## src/hdl/hrsr_pkg.sv

```systemverilog
// ---------------------------------------------------------------------------
// hrsr_pkg: heart rate spike repair package
// Widths, constants and the result record shared by the repair block.
// ---------------------------------------------------------------------------
package hrsr_pkg;

   localparam int GAP_DEPTH = 63;
   localparam int RATE_BITS = 8;
   localparam int TALLY_W   = 16;

   // gap length counts 0..GAP_DEPTH, store address 0..GAP_DEPTH-1
   localparam int LEN_W     = $clog2(GAP_DEPTH + 1);
   localparam int ADDR_W    = (GAP_DEPTH > 1) ? $clog2(GAP_DEPTH) : 1;
   // interpolation divisor is gap length plus one
   localparam int DEN_W     = $clog2(GAP_DEPTH + 2);
   // running remainder stays below four times the divisor
   localparam int REM_W     = DEN_W + 2;
   localparam int DIV_CNT_W = $clog2(RATE_BITS);

   localparam logic [RATE_BITS-1:0] LIMIT_RESET = RATE_BITS'(200);
   localparam logic [TALLY_W-1:0]   TALLY_MAX   = '1;

   typedef logic [RATE_BITS-1:0] rate_type;

   typedef struct packed {
      logic [TALLY_W-1:0] replaced_total;
      logic               recording_done;
      logic               run_last;
      logic               replaced;
      rate_type           value;
   } rsp_type;

endpackage

```

## src/hdl/heart_rate_spike_repair.sv

```systemverilog
// ---------------------------------------------------------------------------
// heart_rate_spike_repair: outlier gap repair by linear interpolation
// Repairs a stream of heart-rate samples; bad samples wait in a gap memory.
// ---------------------------------------------------------------------------
// Usage:
//  - req_* carries one raw sample per request; req_tlast marks the final
//    sample of a recording. A request is taken only while the block is idle.
//  - rsp_* returns repaired samples through one output register; rsp_tlast
//    closes the results of one request, rsp_tuser[1] closes the recording
//    and then rsp_tdata[23:8] holds the saturating replaced count.
//  - csr_* writes the upper limit (reset 200); write it while idle.
// Sequence:
//  - a good sample after no gap: ST_GOOD registers the result, then the
//    block is idle again and takes the next request
//  - a good sample after a gap of n with an anchor: a restoring divider,
//    then one result per cycle for the n fills and the sample, barring stalls
//  - a flush (store full or recording end) reads the gap memory entry by
//    entry, each through ST_FLUSH_RD (read address) and ST_FLUSH (read data)
//  - a bad sample that causes no result passes through ST_STORE to idle
// Reset clears the anchor, gap length and tally; the gap memory is not
// cleared since only written entries are ever read. A stalled rsp_tready
// holds the output register and the emitting states; the next request is
// accepted while the last result of the previous one still waits.
// ---------------------------------------------------------------------------
module heart_rate_spike_repair
   import hrsr_pkg::*;
(
   input  logic                 clock,
   input  logic                 reset,

   input  logic                 req_tvalid,
   output logic                 req_tready,
   input  logic [7:0]           req_tdata,   // [7:0] sample
   input  logic                 req_tlast,   // stream_end

   output logic                 rsp_tvalid,
   input  logic                 rsp_tready,
   output logic [23:0]          rsp_tdata,   // [7:0] value, [23:8] replaced_total
   output logic [1:0]           rsp_tuser,   // [0] replaced, [1] recording_done
   output logic                 rsp_tlast,   // run_last

   input  logic                 csr_tvalid,
   output logic                 csr_tready,
   input  logic [7:0]           csr_tdata    // upper_limit
);

   typedef enum logic [2:0] {
      ST_IDLE, ST_DIVIDE, ST_FILL, ST_GOOD, ST_FLUSH_RD, ST_FLUSH, ST_STORE
   } state_type;

   state_type              state_ff, state_in;
   rate_type               limit_ff, limit_in;
   rate_type               smp_ff, smp_in;
   logic                   end_ff, end_in;
   logic                   stored_ff, stored_in;
   rate_type               anchor_ff, anchor_in;
   logic                   seen_ff, seen_in;
   logic                   rising_ff, rising_in;
   logic [LEN_W-1:0]       pend_ff, pend_in;
   logic [LEN_W-1:0]       idx_ff, idx_in;
   logic [TALLY_W-1:0]     tally_ff, tally_in;
   logic [DEN_W-1:0]       den_ff, den_in;
   rate_type               div_num_ff, div_num_in;
   logic [DEN_W-1:0]       div_rem_ff, div_rem_in;
   logic [DIV_CNT_W-1:0]   div_cnt_ff, div_cnt_in;
   rate_type               q_ff, q_in;
   logic [REM_W-1:0]       r_ff, r_in;
   logic                   rsp_valid_ff, rsp_valid_in;
   rsp_type                rsp_ff, rsp_in;

   rate_type               mem [GAP_DEPTH];
   rate_type               mem_q_ff;
   logic                   mem_we;

   logic                   out_free;
   logic                   req_fire;
   logic                   good;
   rate_type               diff;
   logic [DEN_W:0]         rem_shift;
   logic                   qbit;
   logic [REM_W-1:0]       r_sum;
   logic [REM_W-1:0]       two_d;
   logic                   r_wrap;
   rate_type               q_step;
   logic                   flush_end;
   logic                   fill_end;
   logic                   emit;
   rsp_type                emit_rsp;
   logic [TALLY_W-1:0]     tally_inc;

   assign req_tready = (state_ff == ST_IDLE);
   assign csr_tready = 1'b1;
   assign req_fire   = req_tvalid && req_tready;
   assign out_free   = !rsp_valid_ff || rsp_tready;

   assign rsp_tvalid = rsp_valid_ff;
   assign rsp_tdata  = {rsp_ff.replaced_total, rsp_ff.value};
   assign rsp_tuser  = {rsp_ff.recording_done, rsp_ff.replaced};
   assign rsp_tlast  = rsp_ff.run_last;

   assign good = (req_tdata != '0) && (req_tdata <= limit_ff);
   assign diff = (req_tdata >= anchor_ff) ? (req_tdata - anchor_ff)
                                          : (anchor_ff - req_tdata);

   // restoring divider step: |s - a| / (n + 1)
   assign rem_shift = {div_rem_ff, div_num_ff[RATE_BITS-1]};
   assign qbit      = (rem_shift >= {1'b0, den_ff});

   // incremental rounding: next fill = floor((2jD + d) / 2d)
   assign r_sum  = r_ff + REM_W'({div_rem_ff, 1'b0});
   assign two_d  = REM_W'({den_ff, 1'b0});
   assign r_wrap = (r_sum >= two_d);
   assign q_step = q_ff + div_num_ff + RATE_BITS'(r_wrap);

   assign fill_end  = ((idx_ff + LEN_W'(1)) == pend_ff);
   assign flush_end = fill_end;

   always_comb begin
      state_in     = state_ff;
      limit_in     = limit_ff;
      smp_in       = smp_ff;
      end_in       = end_ff;
      stored_in    = stored_ff;
      anchor_in    = anchor_ff;
      seen_in      = seen_ff;
      rising_in    = rising_ff;
      pend_in      = pend_ff;
      idx_in       = idx_ff;
      tally_in     = tally_ff;
      den_in       = den_ff;
      div_num_in   = div_num_ff;
      div_rem_in   = div_rem_ff;
      div_cnt_in   = div_cnt_ff;
      q_in         = q_ff;
      r_in         = r_ff;
      mem_we       = 1'b0;
      emit         = 1'b0;
      emit_rsp     = '0;

      if (csr_tvalid && csr_tready) begin
         limit_in = csr_tdata;
      end

      case (state_ff)
         ST_IDLE: begin
            if (req_fire) begin
               smp_in     = req_tdata;
               end_in     = req_tlast;
               stored_in  = 1'b0;
               idx_in     = '0;
               rising_in  = (req_tdata >= anchor_ff);
               den_in     = DEN_W'(pend_ff) + DEN_W'(1);
               div_num_in = diff;
               div_rem_in = '0;
               div_cnt_in = '0;
               if (good) begin
                  if (pend_ff == '0) begin
                     state_in = ST_GOOD;
                  end else if (seen_ff) begin
                     state_in = ST_DIVIDE;
                  end else begin
                     state_in = ST_FILL;
                  end
               end else if (pend_ff == LEN_W'(GAP_DEPTH)) begin
                  state_in = ST_FLUSH_RD;
               end else begin
                  state_in = ST_STORE;
               end
            end
         end

         ST_DIVIDE: begin
            div_num_in = {div_num_ff[RATE_BITS-2:0], qbit};
            div_rem_in = qbit ? DEN_W'(rem_shift - {1'b0, den_ff}) : DEN_W'(rem_shift);
            div_cnt_in = div_cnt_ff + DIV_CNT_W'(1);
            if (div_cnt_ff == DIV_CNT_W'(RATE_BITS - 1)) begin
               q_in     = '0;
               r_in     = REM_W'(den_ff);
               state_in = ST_FILL;
            end
         end

         ST_FILL: begin
            if (out_free) begin
               emit              = 1'b1;
               emit_rsp.replaced = 1'b1;
               if (seen_ff) begin
                  emit_rsp.value = rising_ff ? (anchor_ff + q_step) : (anchor_ff - q_step);
               end else begin
                  emit_rsp.value = smp_ff;
               end
               q_in   = q_step;
               r_in   = r_wrap ? (r_sum - two_d) : r_sum;
               idx_in = idx_ff + LEN_W'(1);
               if (fill_end) begin
                  state_in = ST_GOOD;
               end
            end
         end

         ST_GOOD: begin
            if (out_free) begin
               emit                    = 1'b1;
               emit_rsp.value          = smp_ff;
               emit_rsp.run_last       = 1'b1;
               emit_rsp.recording_done = end_ff;
               pend_in                 = '0;
               anchor_in               = end_ff ? '0 : smp_ff;
               seen_in                 = !end_ff;
               state_in                = ST_IDLE;
            end
         end

         ST_FLUSH_RD: begin
            state_in = ST_FLUSH;
         end

         ST_FLUSH: begin
            if (out_free) begin
               emit              = 1'b1;
               emit_rsp.value    = seen_ff ? anchor_ff : mem_q_ff;
               emit_rsp.replaced = seen_ff;
               idx_in            = idx_ff + LEN_W'(1);
               state_in          = ST_FLUSH_RD;
               if (flush_end) begin
                  emit_rsp.run_last       = stored_ff || !end_ff;
                  emit_rsp.recording_done = stored_ff;
                  pend_in                 = '0;
                  idx_in                  = '0;
                  if (stored_ff) begin
                     // recording closed: start over
                     anchor_in = '0;
                     seen_in   = 1'b0;
                     state_in  = ST_IDLE;
                  end else begin
                     state_in  = ST_STORE;
                  end
               end
            end
         end

         ST_STORE: begin
            mem_we    = 1'b1;
            pend_in   = pend_ff + LEN_W'(1);
            stored_in = 1'b1;
            idx_in    = '0;
            state_in  = end_ff ? ST_FLUSH_RD : ST_IDLE;
         end

         default: begin
            state_in = ST_IDLE;
         end
      endcase

      tally_inc = (emit_rsp.replaced && (tally_ff != TALLY_MAX)) ?
                  (tally_ff + TALLY_W'(1)) : tally_ff;
      if (emit) begin
         tally_in = emit_rsp.recording_done ? '0 : tally_inc;
         emit_rsp.replaced_total = emit_rsp.recording_done ? tally_inc : '0;
      end

      rsp_valid_in = rsp_valid_ff && !rsp_tready;
      rsp_in       = rsp_ff;
      if (emit) begin
         rsp_valid_in = 1'b1;
         rsp_in       = emit_rsp;
      end
   end

   always_ff @(posedge clock) begin
      if (reset) begin
         state_ff     <= ST_IDLE;
         limit_ff     <= LIMIT_RESET;
         anchor_ff    <= '0;
         seen_ff      <= 1'b0;
         pend_ff      <= '0;
         tally_ff     <= '0;
         rsp_valid_ff <= 1'b0;
      end else begin
         state_ff     <= state_in;
         limit_ff     <= limit_in;
         anchor_ff    <= anchor_in;
         seen_ff      <= seen_in;
         pend_ff      <= pend_in;
         tally_ff     <= tally_in;
         rsp_valid_ff <= rsp_valid_in;
      end
      smp_ff     <= smp_in;
      end_ff     <= end_in;
      stored_ff  <= stored_in;
      rising_ff  <= rising_in;
      idx_ff     <= idx_in;
      den_ff     <= den_in;
      div_num_ff <= div_num_in;
      div_rem_ff <= div_rem_in;
      div_cnt_ff <= div_cnt_in;
      q_ff       <= q_in;
      r_ff       <= r_in;
      rsp_ff     <= rsp_in;
   end

   // gap memory: one write port, one registered read port
   always_ff @(posedge clock) begin
      if (mem_we) begin
         mem[pend_ff[ADDR_W-1:0]] <= smp_ff;
      end
      if (state_ff == ST_FLUSH_RD) begin
         mem_q_ff <= mem[idx_ff[ADDR_W-1:0]];
      end
   end

   a_pend_bound: assert property (@(posedge clock) disable iff (reset)
      pend_ff <= LEN_W'(GAP_DEPTH))
      else $error("gap length beyond store depth");

   a_done_is_last: assert property (@(posedge clock) disable iff (reset)
      rsp_valid_ff && rsp_ff.recording_done |-> rsp_ff.run_last)
      else $error("recording end without run end");

   a_total_zero: assert property (@(posedge clock) disable iff (reset)
      rsp_valid_ff && !rsp_ff.recording_done |-> rsp_ff.replaced_total == '0)
      else $error("tally shown before recording end");

   a_anchor_clear: assert property (@(posedge clock) disable iff (reset)
      !seen_ff |-> anchor_ff == '0)
      else $error("anchor value without anchor");

   a_fill_between: assert property (@(posedge clock) disable iff (reset)
      emit && (state_ff == ST_FILL) && seen_ff |->
         ((emit_rsp.value >= anchor_ff && emit_rsp.value <= smp_ff) ||
          (emit_rsp.value <= anchor_ff && emit_rsp.value >= smp_ff)))
      else $error("interpolated value outside anchor and sample");

endmodule

```

## config.mk

```make
export PLATFORM = sky130hd
export DESIGN_NAME = heart_rate_spike_repair
export DESIGN_NICKNAME = d
export VERILOG_FILES = /design/src/hdl/hrsr_pkg.sv /design/src/hdl/heart_rate_spike_repair.sv
export SDC_FILE = /design/constraint.sdc
export NUM_CORES = 1
export LEC_CHECK = 0
export BUFFER_PORTS_ARGS = -buffer_cell sky130_fd_sc_hd__buf_4
export CORE_ASPECT_RATIO = 0.8
export CORE_UTILIZATION = 67
export DETAILED_ROUTE_END_ITERATION = 8
export GPL_ROUTABILITY_DRIVEN = 0
export HOLD_SLACK_MARGIN = 0.15
export PLACE_DENSITY = 0.93
export SLEW_MARGIN = 20
export SYNTH_ARGS = -nofsm -noshare
export SYNTH_HDL_FRONTEND = slang
export SYNTH_SLANG_ARGS = --single-unit
```

## constraint.sdc

```tcl
create_clock -name clock -period 12.2 [get_ports clock]
set_input_delay 1.22 -clock clock [delete_from_list [all_inputs] [get_ports clock]]
set_output_delay 1.22 -clock clock [all_outputs]
set_load 0.02 [all_outputs]
```

# --- After elaboration in Yosys (flattened, before gate mapping) ---
# Memories as Yosys holds them, arrays and structs flattened. A register that Yosys moved wholly into a read port is not among the register bits.
# Cells that the tools add are included.
op_classes:
  addsub: 14
  order_cmp: 4
  n_eq_ne: 18
  mux: 70
  n_reduce_logical: 27
ops:
  columns: ["cell", "n"]
  rows:
  - ["8-bit 2-to-1 mux", 13]
  - ["8-bit case mux with 2 select lines", 3]
  - ["6-bit 2-to-1 mux", 7]
  - ["9-bit 2-to-1 mux", 4]
  - ["3-bit 2-to-1 mux", 11]
  - ["16-bit 2-to-1 mux", 2]
  - ["6-bit case mux with 4 select lines", 1]
  - ["8-bit case mux with 3 select lines", 1]
  - ["8-bit subtractor", 3]
  - ["3-bit case mux with 7 select lines", 1]
  - ["6-bit case mux with 3 select lines", 1]
  - ["9-bit case mux with 2 select lines", 1]
  - ["16-bit by 1-bit adder with 16-bit output (second input constant)", 1]
  - ["8-bit adder", 2]
  - ["16-bit != test (second input constant)", 1]
  - ["7-bit 2-to-1 mux", 2]
  - ["2-bit != test (second input constant)", 7]
  - ["7-bit case mux with 2 select lines", 1]
  - ["6-bit by 1-bit adder with 6-bit output (second input constant)", 2]
  - ["3-bit == test (second input constant)", 4]
  - ["1-bit 2-to-1 mux", 11]
  - ["11-bit 2-to-1 mux", 1]
  - ["2-bit 2-to-1 mux", 5]
  - ["9-bit by 8-bit adder with 9-bit output", 1]
  - ["32 further kinds", 47]
totals:
  ff_bits: 129
  mem_bits_rw: 504
  inputBits: 22
  out_inout_bits: 30
  wordCells: 157
  memories: 1
mem_list:
  columns: ["memory", "words", "width", "read_ports", "rd_clocked_by_memory_dff", "write_ports", "line", "rtl"]
  rows:
  - ["mem", 63, 8, 1, 1, 1, "heart_rate_spike_repair.sv:71", "rate_type mem [GAP_DEPTH];"]

# --- Longest topological paths before layout ---
# Gate-level depths: netlist of run 1.
logic_depth:
  word_depth: 11
  mapped_depth: 32
  depth_no_buf: 32

# --- Least setup slack after synthesis of run 1 ---
# OpenSTA, ideal clock, no wires.
synth_path:
  kind: "flip-flop to flip-flop"
  startpoint: "reg div_rem_ff[0]"
  endpoint: "reg rsp_ff (netlist bit rsp_tdata[7]) (data pin)"
  setup_ps: 256
  arrival_ps: 5892
  required_ps: 11944
  path_slack_ps: 6052
  path_stages_with_launch: 32
  n_path_buf: 0
  period_less_slack_ps: 6148
  cell_sequence: "edfxtp_1 -> ha_1 -> inv_1 -> fa_1 -> inv_1 -> a21oi_1 -> o21bai_1 -> a21o_1 -> a21oi_1 -> xnor2_1 -> ha_1 -> nand4_1 -> nor2_1 -> nor2_1 -> o21ai_1 -> nor2_1 -> mux2i_2 -> inv_1 -> fa_1 -> fa_1 -> ha_1 -> inv_1 -> mux2i_1 -> ha_1 -> a21o_1 -> a211oi_1 -> o21bai_1 -> a21o_1 -> a21oi_1 -> xnor2_1 -> xnor3_1 -> a31o_2"
synth_rtl:
  columns: ["element", "line", "rtl"]
  rows:
  - ["start: declaration", "heart_rate_spike_repair.sv:64", "logic [DEN_W-1:0] div_rem_ff, div_rem_in;"]
  - ["start signal: assignment", "heart_rate_spike_repair.sv:295", "div_rem_ff <= div_rem_in;"]
  - ["end signal: assignment", "heart_rate_spike_repair.sv:299", "rsp_ff <= rsp_in;"]
  - ["end: declaration", "heart_rate_spike_repair.sv:69", "rsp_type rsp_ff, rsp_in;"]

==> results of run 1 <==
-- placed cells by master, fill, tap and decap left out, types with 42 or more instances in the layout --
cell type | Yosys | final
edfxtp_1 | 598 | 598
nor2_1 | 195 | 195
mux4_2 | 158 | 158
nand2_1 | 83 | 83
inv_1 | 66 | 66
ha_1 | 64 | 64
buf_4 | 2 | 62
clkbuf_16 | 0 | 58
mux2i_1 | 50 | 50
dfxtp_1 | 43 | 43
a21oi_1 | 43 | 42
-- registers in the layout, summed over array words and instances (netlist names) --
name	flops
den_ff	7
rsp_tdata	24
div_cnt_ff	3
div_rem_ff	7
r_ff	9
tally_ff	16
div_num_ff	8
anchor_ff	8
rising_ff	1
limit_ff	8
rsp_tuser	2
pend_ff	6
smp_ff	8
rsp_tlast	1
end_ff	1
mem_q_ff	8
state_ff	3
idx_ff	6
mem	504
seen_ff	1
stored_ff	1
rsp_tvalid	1
q_ff	8
-- cell type report --
| cell class | instances | area share (%) |
|---|---|---|
| antenna | 1 | 0.00816 |
| inverter | 67 | 0.820 |
| sequential | 641 | 61.4 |
| timing repair buffer | 64 | 1.67 |
| tap | 544 | 2.22 |
| clock buffer | 76 | 5.08 |
| clock inverter | 32 | 1.37 |
| multi-input combinational | 891 | 27.5 |
-- worst min path at each step --
| stage | end | slack, ps | cells after the start |
|---|---|---|---|
| 6_report | limit_ff[6] | 490 | 2 |
| 4_1_cts | limit_ff[6] | 490 | 2 |
| 5_1_grt | limit_ff[6] | 530 | 2 |
| 2_1_floorplan | limit_ff[3] | 460 | 2 |
| 3_3_place_gp | limit_ff[6] | 480 | 2 |
| 3_5_place_dp | limit_ff[6] | 480 | 2 |
-- where the power goes --
part	leakage [nW]	internal, mW	switching (mW)
registers	5.77	2.67	0.104
clock network	0.944	1.08	0.834
logic	3.57	1.20	1.68
total	10.3	4.95	2.61
-- worst max-delay path: cells and delay by family, from the launching register on --
kind	cells	cell delay (ps)
adders and majority gates	6	2250
AOI/OAI and AO/OA	11	2100
muxes	2	710
xor gates and xnor gates	3	570
DFF	1	460
and+or+nand+nor	4	460
buffers and inverters	2	190
-- cells in the mapped netlist (5+ instances only) --
cell type / count / area [sq um]
o221ai_1: 5 / 43.8
o21bai_1: 6 / 45.0
inv_1: 66 / 248
mux2i_1: 50 / 500
o21a_1: 7 / 52.6
nand2b_1: 12 / 75.1
dfxtp_1: 43 / 861
clkbuf_1: 41 / 154
buf_2: 20 / 100
mux4_2: 158 / 3560
and2_1: 5 / 31.3
edfxtp_1: 598 / 18000
nand2_1: 83 / 312
nor2b_1: 15 / 93.8
o21ai_0: 39 / 195
a21o_1: 11 / 82.6
nand3_1: 18 / 90.1
buf_1: 7 / 26.3
fa_1: 8 / 160
nand4_1: 12 / 75.1
ha_1: 64 / 801
o21ai_1: 10 / 50.1
a22oi_1: 5 / 37.5
xor2_1: 23 / 201
nor2_1: 195 / 732
a211oi_1: 7 / 52.6
xnor2_1: 34 / 298
mux2_2: 5 / 56.3
a21oi_1: 43 / 215
nor3_1: 6 / 30.0
and3_1: 10 / 62.6
-- per-layer routing --
layer / GRT usage [%] / vias up / routed length (microns)
met2: 55.1 / 1456 / 34500
li1: - / 6576 / -
met5: 0 / - / 13
met1: 47.1 / 8222 / 25100
met3: 8.11 / 285 / 9320
met4: 13.1 / 2 / 3200
-- logic make-up after synthesis --
group / count (synthesis) / synth area share (%)
muxes: 217 / 15.1
adders and majority gates: 72 / 3.45
and+or+nand+nor: 376 / 5.95
xor gates and xnor gates: 59 / 1.96
other: 1 / 0.0135
buffers and inverters: 141 / 2.10
DFF: 641 / 67.6
AOI/OAI and AO/OA: 166 / 3.82
==> impl_metrics.ini, run 1 <==
[global_route]
grt_pass1_wl_microns = 105000
first_global_vias = 16200
grt_start_max_net_pins = 133
antenna_found_initial = 3
gr-total-overflow = 0
track_usage_pct = 34.5

[drt]
drt-total-wl_microns = 72100
drc_errors = 0
first_pass_iters = 7
ant_nets = 0
wl_per_cell_microns = 31.1
drt_iter0_drc = 2429
vias = 16500
vias_per_cell = 7.14

[logic_synthesis]
synthFlopType = edfxtp_1
synth_seq_area_share_pct = 67.6
synth_seq_cells = 641
syn_area_per_cell_sq_um = 16.6
netlist_instances = 1673
synth_nets = 1767
synth.distinct_cells = 69
synth_edf_count = 598
synth_warnings = 0
synthArstFlopShare_pct = 0
syn_area_sq_um = 27800

[worst_setup_path]
r2r_start = div_rem_ff[1]
crit_required_ps = 12560
crit_path_end_kind = flop
reg2reg_depth = 28
r2r_end = rsp_tdata[7]
cpMostUsedCell = ha_1
critPathLaunch = div_rem_ff[1]
slowest_delay_ps = 540
crit_type = reg2reg
rrSetupSlack_ps = 5210
crit_slowest_cell = mux2i_2
worstSetupEndpoint = rsp_tdata[7]
crit_fanout = 9
start_kind = flop
worst-endpoint-arrival_ps = 7360

[cts]
path_clk_slew_ps = 70
cts_made_buffers = 57
clk_path_buf_depth = 3
cts_resized = 0
htreeDepth = 2
clock-root-buffer = clkbuf_16
clock_sinks = 641
hold_buffers = 0
worstSkewPairLatency_ps = 630
post_cts_buffers = 0
cts_tree = yes

[pwr]
peakVddDrop_v = 0.000196
fin_total_pwr_mw = 7.57
power.leakage_nw = 10.3
powerDensity_nw_per_um2 = 247

[timing]
timing.fmax_mhz = 143
worst_slew_pin_slew_ps = 1220
drv_slew = 0
finClkSkew_ps = 31.6
slew_headroom_pct = 18.5
whs_ps = 491
rsz0062_at_grt = false
setup_viol = 0
fin_ws_ps = 5210
fin_crit_ps = 6990
hold_violations = 0
fin_setup_tns_ps = 0
fin_crit_sh_pct = 57.3

[place]
place_inst = 2206
portBuffers = 50
hpwl_microns = 41800
placed_cell_area_sq_um = 28700
post-place-ws_ps = 5370

[floorplan]
die_area_sq_um = 42400
fp-row-count = 66
fp.dieH_microns = 184
initial_utilization_pct = 68.2
core_sq_um = 40800
io_pins = 52
die_w_microns = 230

[final_layout]
design_area_sq_um = 30700
finalNetCount = 1816
utilization_pct = 75.2
nFillCells = 2058
multiInputGateArea_sq_um = 8420
area_growth_syn_to_layout_pct = 10.2
drive_gt1_share_pct = 18.6
final_cells = 2316
seqCellArea_sq_um = 18800

[min_path]
min_path_type = reg2reg
worstHoldStart = limit_ff[6]

[outcome]
status = finished, final reports clean

[job]
cap_violations = 0
Power figures use the tool's default switching activity.
==> inputs of run 2 (changes only) <==
--- a/config.mk
+++ b/config.mk
@@ -7,11 +7,11 @@
 export LEC_CHECK = 0
 export BUFFER_PORTS_ARGS = -buffer_cell sky130_fd_sc_hd__buf_4
 export CORE_ASPECT_RATIO = 0.8
-export CORE_UTILIZATION = 67
+export CORE_UTILIZATION = 63
 export DETAILED_ROUTE_END_ITERATION = 8
 export GPL_ROUTABILITY_DRIVEN = 0
 export HOLD_SLACK_MARGIN = 0.15
-export PLACE_DENSITY = 0.93
+export PLACE_DENSITY = 0.89
 export SLEW_MARGIN = 20
 export SYNTH_ARGS = -nofsm -noshare
 export SYNTH_HDL_FRONTEND = slang
==> constraint.sdc (replaced) <==
create_clock -name clock -period 6.5 [get_ports clock]
set_input_delay 0.65 -clock clock [delete_from_list [all_inputs] [get_ports clock]]
set_output_delay 0.65 -clock clock [all_outputs]
set_load 0.02 [all_outputs]
==> impl_metrics.ini, run 2 (synthesis gave the netlist of run 1 again) <==
[outcome]
status = finished, final reports clean

[timing]
worst_slew_pin_slew_ps = 1170
finClkSkew_ps = 42.7
fin_setup_tns_ps = 0
timing.fmax_mhz = 158
hold_violations = 0
whs_ps = 215
setup_viol = 0
slew_headroom_pct = 21.5
fin_crit_ps = 6340
fin_crit_sh_pct = 97.6
drv_slew = 0

[cts]
cts_tree = yes
path_clk_slew_ps = 70
worstSkewPairLatency_ps = 650
htreeDepth = 2
cts_made_buffers = 57
clk_path_buf_depth = 3
clock_sinks = 641
hold_buffers = 0
clock-root-buffer = clkbuf_16

[worst_setup_path]
critPathLaunch = div_rem_ff[0]
worstSetupEndpoint = rsp_tdata[7]
crit_fanout = 4
crit_cells = 31
cpMostUsedCell = inv_1
rrSetupSlack_ps = 160
critPathBufInv = 4
r2r_start = div_rem_ff[0]
worst-endpoint-arrival_ps = 6710
reg2reg_depth = 31
crit_path_end_kind = flop
r2r_end = rsp_tdata[7]
start_kind = flop
crit_required_ps = 6870
crit_type = reg2reg
cp_top_family = adder cells
crit_slowest_cell = fa_2
slowest_delay_ps = 610

[drt]
vias = 16300
ant_nets = 0
drt-total-wl_microns = 68700
first_pass_iters = 5
drc_errors = 0
vias_per_cell = 6.94
drt_iter0_drc = 2187
wl_per_cell_microns = 29.3

[min_path]
worstHoldStart = req_tlast
min_path_type = in2reg
min_path_cells = 1

[pwr]
fin_total_pwr_mw = 14.3
power.leakage_nw = 10.3
peakVddDrop_v = 0.000298
powerDensity_nw_per_um2 = 465

[global_route]
gr-total-overflow = 0
track_usage_pct = 30.8
first_global_vias = 16100
grt_start_max_net_pins = 132
grt_pass1_wl_microns = 101000
antenna_found_initial = 4

[floorplan]
io_pins = 52
initial_utilization_pct = 64.2
die_w_microns = 237
fp.dieH_microns = 190
core_sq_um = 43300
die_area_sq_um = 45000
fp-row-count = 68

[place]
place_inst = 2226
hpwl_microns = 40000
placed_cell_area_sq_um = 28700
portBuffers = 50

[final_layout]
finalNetCount = 1827
design_area_sq_um = 30800
largest_reg_flops = 504
final_cell_mix = edfxtp_1, nor2_1, mux4_2
layout_commonest_cell = edfxtp_1
area_growth_syn_to_layout_pct = 10.8
drive_gt1_share_pct = 19.7
final_cells = 2341

[job]
cap_violations = 0
-- run 2: changes by cell type in the layout (fill, tap and decap cells not counted), moves of 4 or more --
cell,before,now
a21oi_1,42,37
a21oi_2,2,7
buf_4,62,72
clkbuf_1,14,6
clkbuf_8,4,0
clkinv_1,8,19
-- run 2: worst min path at each step --
stage / endpoint / slack [ps]
after global routing: end_ff / 200
after global placement: limit_ff[1] / 490
final: end_ff / 220
after CTS: end_ff / 200
after detailed placement: limit_ff[1] / 490
after floorplan: limit_ff[3] / 460
-- run 2: repair_timing --
item | 4_1_cts | 5_1_grt
setup endpoints to repair | 1 | 2
buffers inserted | 2 | 4
resized for setup | 0 | 13
pin swaps | 1 | 10
-- run 2: metal layers --
metal / GRT usage (%) / routed length, microns / up-vias
met2: 49.1 / 33100 / 1264
met3: 5.95 / 7940 / 221
met5: 0 / 23 / -
li1: - / - / 6600
met4: 10.5 / 2420 / 4
met1: 43.5 / 25200 / 8162
-- run 2: cell type report --
cell class	instances	area [sq um]
diodes	1	2.50
clock buffers	64	1470
flip-flops and latches	641	18800
well taps	560	701
clock inverters	42	500
inverters	67	251
repair buffers	75	616
fillers	2388	12500
multi-input cells	891	8480
-- run 2: per-stage QoR --
step / setup slack (ps) / utilization (%)
final: 158 / 71.2
after global routing: -148 / 71.2
after CTS: 33.0 / 70.9
after detailed placement: 96.6 / 66.3
after global placement: 324 / 66.3
after floorplan: 352 / -
-- run 2: report_power, final --
part,leakage (nW),switching [mW],internal (mW)
combinational,3.62,3.11,2.38
clock,0.952,1.55,2.04
sequential,5.77,0.219,5.02
